### src/min_stk_pkg.sv
package min_stk_pkg;

	localparam int STACK_DEPTH = 64;
	localparam int VALUE_W     = 32;
	// encoded entry 2*value - min needs two extra bits
	localparam int ENTRY_W     = VALUE_W + 2;

	localparam logic FUNC_PUSH = 1'b0;
	localparam logic FUNC_POP  = 1'b1;

	typedef enum logic [1:0] {
		STAT_OK        = 2'd0,
		STAT_UNDERFLOW = 2'd1,
		STAT_OVERFLOW  = 2'd2
	} status_t;

	typedef enum logic {
		ST_IDLE = 1'b0,
		ST_POP  = 1'b1
	} state_t;

endpackage

### src/min_tracking_stack.sv
// min_tracking_stack: signed 32-bit stack that also reports the smallest
// value held.
// Input channel (in_valid/in_ready): func = push or pop, push_value for a push.
// Output channel (out_valid/out_ready): one result per input transaction with
// the decoded top, the minimum, is_empty and a status code (ok, pop on empty,
// push on full). Top and minimum read zero while the stack is empty.
// Timing: the top entry lives in a register, the rest in a one-port-write,
// one-port-read RAM with registered read. A push, a rejected op, or a pop
// that empties the stack gives its result in the next cycle, and the
// next transaction can be taken in that same cycle. A pop that leaves entries
// behind needs the new top out of the RAM: its result is loaded in ST_POP
// after the registered read, and the input is held off while in ST_POP.
// Pushes sustain one transaction per cycle while out_ready stays high.
// The result sits in an output register; a new transaction is accepted while
// that register is empty or being drained in the same cycle, so a stalled
// receiver holds off the input after one pending result.
// Reset: count, minimum and control clear; RAM contents are never cleared
// since only entries below the count are ever read.
module min_tracking_stack #(
	parameter int STACK_DEPTH = min_stk_pkg::STACK_DEPTH
) (
	input  logic                               clk,
	input  logic                               arst_n,
	input  logic                               in_valid,
	output logic                               in_ready,
	input  logic                               func,
	input  logic signed [min_stk_pkg::VALUE_W-1:0] push_value,
	output logic                               out_valid,
	input  logic                               out_ready,
	output logic signed [min_stk_pkg::VALUE_W-1:0] top_value,
	output logic signed [min_stk_pkg::VALUE_W-1:0] min_value,
	output logic                               is_empty,
	output logic [1:0]                         status
);

	localparam int VW = min_stk_pkg::VALUE_W;
	localparam int EW = min_stk_pkg::ENTRY_W;
	localparam int CW = $clog2(STACK_DEPTH + 1);
	localparam int AW = $clog2(STACK_DEPTH);

	// architectural state
	min_stk_pkg::state_t   state_q, state_d;
	logic [CW-1:0]         cnt_q, cnt_d;
	logic signed [VW-1:0]  min_q, min_d;
	logic signed [EW-1:0]  top_q, top_d;   // encoded top entry

	// result register
	logic                  out_valid_q;
	logic signed [VW-1:0]  res_top_q, res_top_d;
	logic signed [VW-1:0]  res_min_q, res_min_d;
	logic                  res_empty_q, res_empty_d;
	min_stk_pkg::status_t  res_status_q, res_status_d;
	logic                  res_load;

	// RAM port signals
	logic                  ram_we, ram_re;
	logic [AW-1:0]         ram_waddr, ram_raddr;
	logic [EW-1:0]         ram_rdata;

	logic                  acc;
	logic                  is_zero, is_full, pop_deep;
	logic [CW-1:0]         cnt_m1, cnt_m2;
	logic signed [EW-1:0]  push_ext, min_ext, enc, rd_ent;
	logic signed [EW:0]    restore_w;
	logic signed [VW-1:0]  restore, cur_top, rd_top;
	logic                  below;

	min_stk_ram #(
		.WIDTH(EW),
		.DEPTH(STACK_DEPTH)
	) u_ram (
		.clk  (clk),
		.we   (ram_we),
		.waddr(ram_waddr),
		.wdata(top_q),
		.re   (ram_re),
		.raddr(ram_raddr),
		.rdata(ram_rdata)
	);

	assign in_ready = (state_q == min_stk_pkg::ST_IDLE) && (!out_valid_q || out_ready);
	assign acc      = in_valid && in_ready;

	assign is_zero  = (cnt_q == '0);
	assign is_full  = (cnt_q == CW'(STACK_DEPTH));
	assign pop_deep = (cnt_q > CW'(1));
	assign cnt_m1   = cnt_q - CW'(1);
	assign cnt_m2   = cnt_q - CW'(2);
	assign ram_waddr = cnt_m1[AW-1:0];   // old top goes below the new one
	assign ram_raddr = cnt_m2[AW-1:0];   // entry that becomes top after pop

	// push encoding: value below min is stored as 2*value - min
	assign push_ext = EW'(push_value);
	assign min_ext  = EW'(min_q);
	assign below    = (push_value < min_q);
	assign enc      = (push_ext <<< 1) - min_ext;

	// pop decoding: an entry not above min restores min as 2*min - entry
	assign restore_w = ((EW + 1)'(min_q) <<< 1) - (EW + 1)'(top_q);
	assign restore   = (top_q <= min_ext) ? restore_w[VW-1:0] : min_q;

	// decoded top of the current stack and of the entry read back from RAM
	assign cur_top = (top_q > min_ext) ? top_q[VW-1:0] : min_q;
	assign rd_ent  = $signed(ram_rdata);
	assign rd_top  = (rd_ent > min_ext) ? rd_ent[VW-1:0] : min_q;

	always_comb begin
		state_d = state_q;
		unique case (state_q)
			min_stk_pkg::ST_IDLE: begin
				if (acc && func == min_stk_pkg::FUNC_POP && pop_deep) begin
					state_d = min_stk_pkg::ST_POP;
				end
			end
			min_stk_pkg::ST_POP: begin
				state_d = min_stk_pkg::ST_IDLE;
			end
			default: begin
				state_d = min_stk_pkg::ST_IDLE;
			end
		endcase
	end

	always_comb begin
		cnt_d        = cnt_q;
		min_d        = min_q;
		top_d        = top_q;
		ram_we       = 1'b0;
		ram_re       = 1'b0;
		res_load     = 1'b0;
		res_top_d    = '0;
		res_min_d    = '0;
		res_empty_d  = 1'b1;
		res_status_d = min_stk_pkg::STAT_OK;
		if (state_q == min_stk_pkg::ST_POP) begin
			// min was already restored at acceptance
			res_load    = 1'b1;
			top_d       = rd_ent;
			res_top_d   = rd_top;
			res_min_d   = min_q;
			res_empty_d = 1'b0;
		end else if (acc) begin
			if (func == min_stk_pkg::FUNC_PUSH) begin
				res_load    = 1'b1;
				res_empty_d = 1'b0;
				priority if (is_full) begin
					res_status_d = min_stk_pkg::STAT_OVERFLOW;
					res_top_d    = cur_top;
					res_min_d    = min_q;
				end else if (is_zero) begin
					min_d     = push_value;
					top_d     = push_ext;
					cnt_d     = cnt_q + CW'(1);
					res_top_d = push_value;
					res_min_d = push_value;
				end else begin
					ram_we    = 1'b1;
					top_d     = below ? enc : push_ext;
					min_d     = below ? push_value : min_q;
					cnt_d     = cnt_q + CW'(1);
					res_top_d = push_value;
					res_min_d = below ? push_value : min_q;
				end
			end else begin
				priority if (is_zero) begin
					res_load     = 1'b1;
					res_status_d = min_stk_pkg::STAT_UNDERFLOW;
				end else if (!pop_deep) begin
					// last entry leaves; result reads empty
					res_load = 1'b1;
					min_d    = restore;
					cnt_d    = cnt_m1;
				end else begin
					ram_re = 1'b1;
					min_d  = restore;
					cnt_d  = cnt_m1;
				end
			end
		end
	end

	always_ff @(posedge clk or negedge arst_n) begin
		if (!arst_n) begin
			state_q     <= min_stk_pkg::ST_IDLE;
			cnt_q       <= '0;
			min_q       <= '0;
			out_valid_q <= 1'b0;
		end else begin
			state_q <= state_d;
			cnt_q   <= cnt_d;
			min_q   <= min_d;
			if (res_load) begin
				out_valid_q <= 1'b1;
			end else if (out_ready) begin
				out_valid_q <= 1'b0;
			end
		end
	end

	always_ff @(posedge clk) begin
		top_q <= top_d;
		if (res_load) begin
			res_top_q    <= res_top_d;
			res_min_q    <= res_min_d;
			res_empty_q  <= res_empty_d;
			res_status_q <= res_status_d;
		end
	end

	assign out_valid = out_valid_q;
	assign top_value = res_top_q;
	assign min_value = res_min_q;
	assign is_empty  = res_empty_q;
	assign status    = res_status_q;

endmodule

### src/min_stk_ram.sv
module min_stk_ram #(
	parameter int WIDTH = 34,
	parameter int DEPTH = 64
) (
	input  logic                     clk,
	input  logic                     we,
	input  logic [$clog2(DEPTH)-1:0] waddr,
	input  logic [WIDTH-1:0]         wdata,
	input  logic                     re,
	input  logic [$clog2(DEPTH)-1:0] raddr,
	output logic [WIDTH-1:0]         rdata
);

	logic [WIDTH-1:0] mem [DEPTH];

	always_ff @(posedge clk) begin
		if (we) begin
			mem[waddr] <= wdata;
		end
		if (re) begin
			rdata <= mem[raddr];
		end
	end

endmodule

### config.mk
export PLATFORM = sky130hd
export DESIGN_NAME = min_tracking_stack
export DESIGN_NICKNAME = d
export VERILOG_FILES = /design/src/min_stk_pkg.sv /design/src/min_tracking_stack.sv /design/src/min_stk_ram.sv
export SDC_FILE = /design/constraint.sdc
export NUM_CORES = 2
export LEC_CHECK = 0
export BUFFER_PORTS_ARGS = -buffer_cell sky130_fd_sc_hd__buf_2
export CORE_MARGIN = 2
export CORE_UTILIZATION = 57
export CTS_BUF_LIST = sky130_fd_sc_hd__clkbuf_16
export DETAILED_ROUTE_END_ITERATION = 8
export GPL_TIMING_DRIVEN = 0
export PLACE_DENSITY = 0.76
export SYNTH_ARGS = -nofsm -noshare
export SYNTH_HDL_FRONTEND = slang
export SYNTH_SLANG_ARGS = --single-unit
### constraint.sdc
create_clock -name clk -period 4.8 [get_ports clk]
set_input_delay 0.96 -clock clk [delete_from_list [all_inputs] [get_ports clk]]
set_output_delay 0.96 -clock clk [all_outputs]
set_load 0.02 [all_outputs]
==> flow_summary.json <==
{
  "status": "finished with violations",
  "failed_checks": "max-capacitance violations, negative setup slack",
  "fin_nets": 5350,
  "synthMuxAreaShare_pct": 17.56,
  "holdBufCountCts": 0,
  "ir_worst_vdd_mv": 0.3713,
  "grtUsageMet1_pct": 45.21,
  "cp-end-kind": "register",
  "switching_share_pct": 37.72,
  "ys_warn_count": 0,
  "root_buffer": "clkbuf_16",
  "synthCells": 4581,
  "relSlewSlack_pct": 0.09579,
  "drtAntennaViolNets": 0,
  "syn_nets": 4786,
  "insertion_delay_ns": 0.88,
  "dr.pass1.iters": 6,
  "grt_pass1_wl_mm": 431.8,
  "place.detailed.hpwl_mm": 185.0,
  "cts.sinks": 2352,
  "async_reset_ff_share_pct": 1.743,
  "worst_path_max_delay_cell": "clkbuf_1",
  "dr.first_iter.drc_count": 9898,
  "initial_core_util_pct": 57.53,
  "crit_required_ns": 5.39,
  "grt_pass1_vias": 54840,
  "drive_gt1_share_pct": 29.16,
  "pwr-share-seq_pct": 34.7,
  "cp_cell_sequence": "clkbuf_2, nor3_1, xnor2_2, clkbuf_1, clkbuf_1, mux4_2, mux4_2",
  "antenna_found_initial": 42,
  "io_buffers": 105,
  "cp_num_buf_inv": 3,
  "slew_violations": 0,
  "finalSetupViolCount": 16,
  "layout_min_cycle_time_ns": 4.935,
  "design.die.area_um2": 172300,
  "powerDensity_nw_per_um2": 682.2,
  "synth_compound_area_share_pct": 3.132,
  "grt_use_met3_pct": 10.11,
  "placedCellCount": 7038,
  "drv_cap": 1,
  "pwr-share-clk_pct": 23.6,
  "critPathTopFamily": "buffers and inverters",
  "syn_area_um2": 96300,
  "yosys.area_share.simple_pct": 2.183,
  "layout_setup_ws_ns": -0.1346,
  "fin_area_um2": 112300,
  "p_int_mw": 47.70,
  "hold_ws_ns": 0.3741,
  "tightest_slew_ns": 1.499,
  "leakagePower_nw": 37.00,
  "yosys_register_bits": 2352,
  "path_class": "register to register",
  "synth-main-ff-cell": "edfxtp_1",
  "synth_edf_count": 2311,
  "cts_tree": "yes",
  "grt_overflow": 0,
  "dieHeight_um": 415.0,
  "rrSetupSlack_ns": -0.13,
  "rows": 150,
  "ys_types": 73,
  "max_freq_mhz": 202.7,
  "ios": 106,
  "syn_avg_cell_area_um2": 21.02,
  "fin_crit_sh_pct": 102.8,
  "grt_max_degree": 69,
  "vias_per_cell": 7.369,
  "final_common_cell": "edfxtp_1",
  "cp_max_fo": 10,
  "cp-start-kind": "register",
  "power_frac_comb_pct": 41.7,
  "drc_errors": 0,
  "via_count": 55620,
  "hold_viol": 0,
  "synthXorXnorAreaFrac_pct": 0.5730,
  "routed_wl_mm": 313.0,
  "cts_made_buffers": 220,
  "final_cells": 7548,
  "core-area_um2": 167400,
  "fin_skew_ns": 0.03806,
  "groute.layer.met2.usage_pct": 55.54,
  "cp_slowest_stage_delay_ns": 0.87,
  "syn_to_final_growth_pct": 16.57,
  "synthAdderAreaFrac_pct": 2.198,
  "min_path_type": "primary input to async pin",
  "place.gp.congestion": 0.9617,
  "placed_area_um2": 103700,
  "worstPathArrival_ns": 5.52,
  "synth_top_family_by_area": "multiplexers",
  "clk_pin_slew_ns": 0.07,
  "p_sw_mw": 28.89,
  "die_w_um": 415.0,
  "wl_per_cell_um": 41.47,
  "final_cell_mix": "edfxtp_1 (2,311), mux4_2 (714), clkbuf_16 (224)",
  "htreeDepth": 4,
  "seq_area_frac_synth_pct": 73.12,
  "grt-busiest-layer": "met2",
  "grtUsageTotal_pct": 36.29,
  "clk_path_buf_depth": 3
}
==> cell usage after synthesis (29+ instances only) <==
cell	n	share of area (%)
mux2i_1	48	0.50
xnor2_1	39	0.35
inv_1	94	0.37
mux2_2	31	0.36
nor3_1	29	0.15
buf_1	52	0.20
clkbuf_1	147	0.57
edfxtp_1	2311	72
ha_1	166	2.2
nand2_1	124	0.48
a21o_1	49	0.38
a221o_1	44	0.46
nand3_1	30	0.16
nor2_1	168	0.65
o21ai_0	81	0.42
dfrtp_1	41	1.1
a21oi_1	115	0.60
mux4_2	714	17
==> through the flow <==
stage / total power, mW / setup slack, ns / setup TNS (ns) / utilization, %
3_3_place_gp: 54.41 / -3.211 / -6984.98 / 59.49
4_1_cts: 74.81 / 0.004471 / 0 / 66.99
2_1_floorplan: 43.61 / 0.2519 / 0 / -
5_1_grt: 77.70 / -0.001957 / -0.001957 / 67.04
3_5_place_dp: 56.50 / -2.653 / -3017.82 / 61.92
6_report: 76.59 / -0.1346 / -1.013 / 67.06
==> worst paths after layout <==
kind,startpoint,end,cells after the start
worst max-delay path,cnt_q[1]$_DFFE_PN0P_,u_ram.rdata[27]$_DFFE_PP_,7
max in group asynchronous,arst_n,cnt_q[2]$_DFFE_PN0P_,1
worst min-delay path,arst_n,min_q[4]$_DFFE_PN0P_,1
worst min register to register,out_valid$_DFFE_PN0P_,out_valid$_DFFE_PN0P_,1
worst max register to register,cnt_q[1]$_DFFE_PN0P_,u_ram.rdata[27]$_DFFE_PP_,7
min in group clk,out_ready,out_valid$_DFFE_PN0P_,3
==> cell type report <==
class	count	area (um2)
Sequential cell	2352	70420
Fill cell	10020	55140
Multi-Input combinational cell	1922	25290
Clock buffer	224	5605
Timing Repair Buffer	343	5155
Tap cell	2204	2758
Clock inverter	182	1699
Buffer	212	945.9
Inverter	94	352.8
Antenna cell	15	37.54
==> routing by layer <==
metal / routed length [um] / vias to the layer above
met4: 26890 / 44
met1: 99640 / 28300
met3: 40900 / 1265
met5: 393 / -
li1: - / 20500
met2: 145200 / 5513
==> power groups by stage <==
stage / Sequential [mW] / Combinational [mW] / Clock [mW]
global route: 26.6 / 32.4 / 18.7
global placement: 28.8 / 25.6 / 0
floorplan: 27.4 / 16.2 / 0
CTS: 26.5 / 30.4 / 17.9
detailed placement: 26.9 / 29.6 / 0
finish: 26.6 / 31.9 / 18.1
==> what timing repair did <==
action,CTS,global route
pin swaps,57,4
resized for setup,52,32
endpoints found under the setup margin,2477,1707
hold endpoints to repair,0,0
gates cloned,2,0
buffers inserted,84,6
==> sequential cells by signal, summed over array words and instances, names as in the netlist, 2 cells and up <==
| name | count |
|---|---|
| status | 2 |
| cnt_q | 7 |
| min_q | 32 |
| u_ram.rdata | 34 |
| u_ram.mem | 2176 |
| top_q | 34 |
| min_value | 32 |
| top_value | 32 |
==> cell families after synthesis <==
kind of cell / Yosys count
multiplexers: 793
buffers and inverters: 309
AND/OR/NAND/NOR: 457
adder cells (fa/ha/maj): 168
flip-flops: 2352
XOR/XNOR: 63
AO/OA/AOI/OAI: 439
Power figures use the tool's default switching activity.
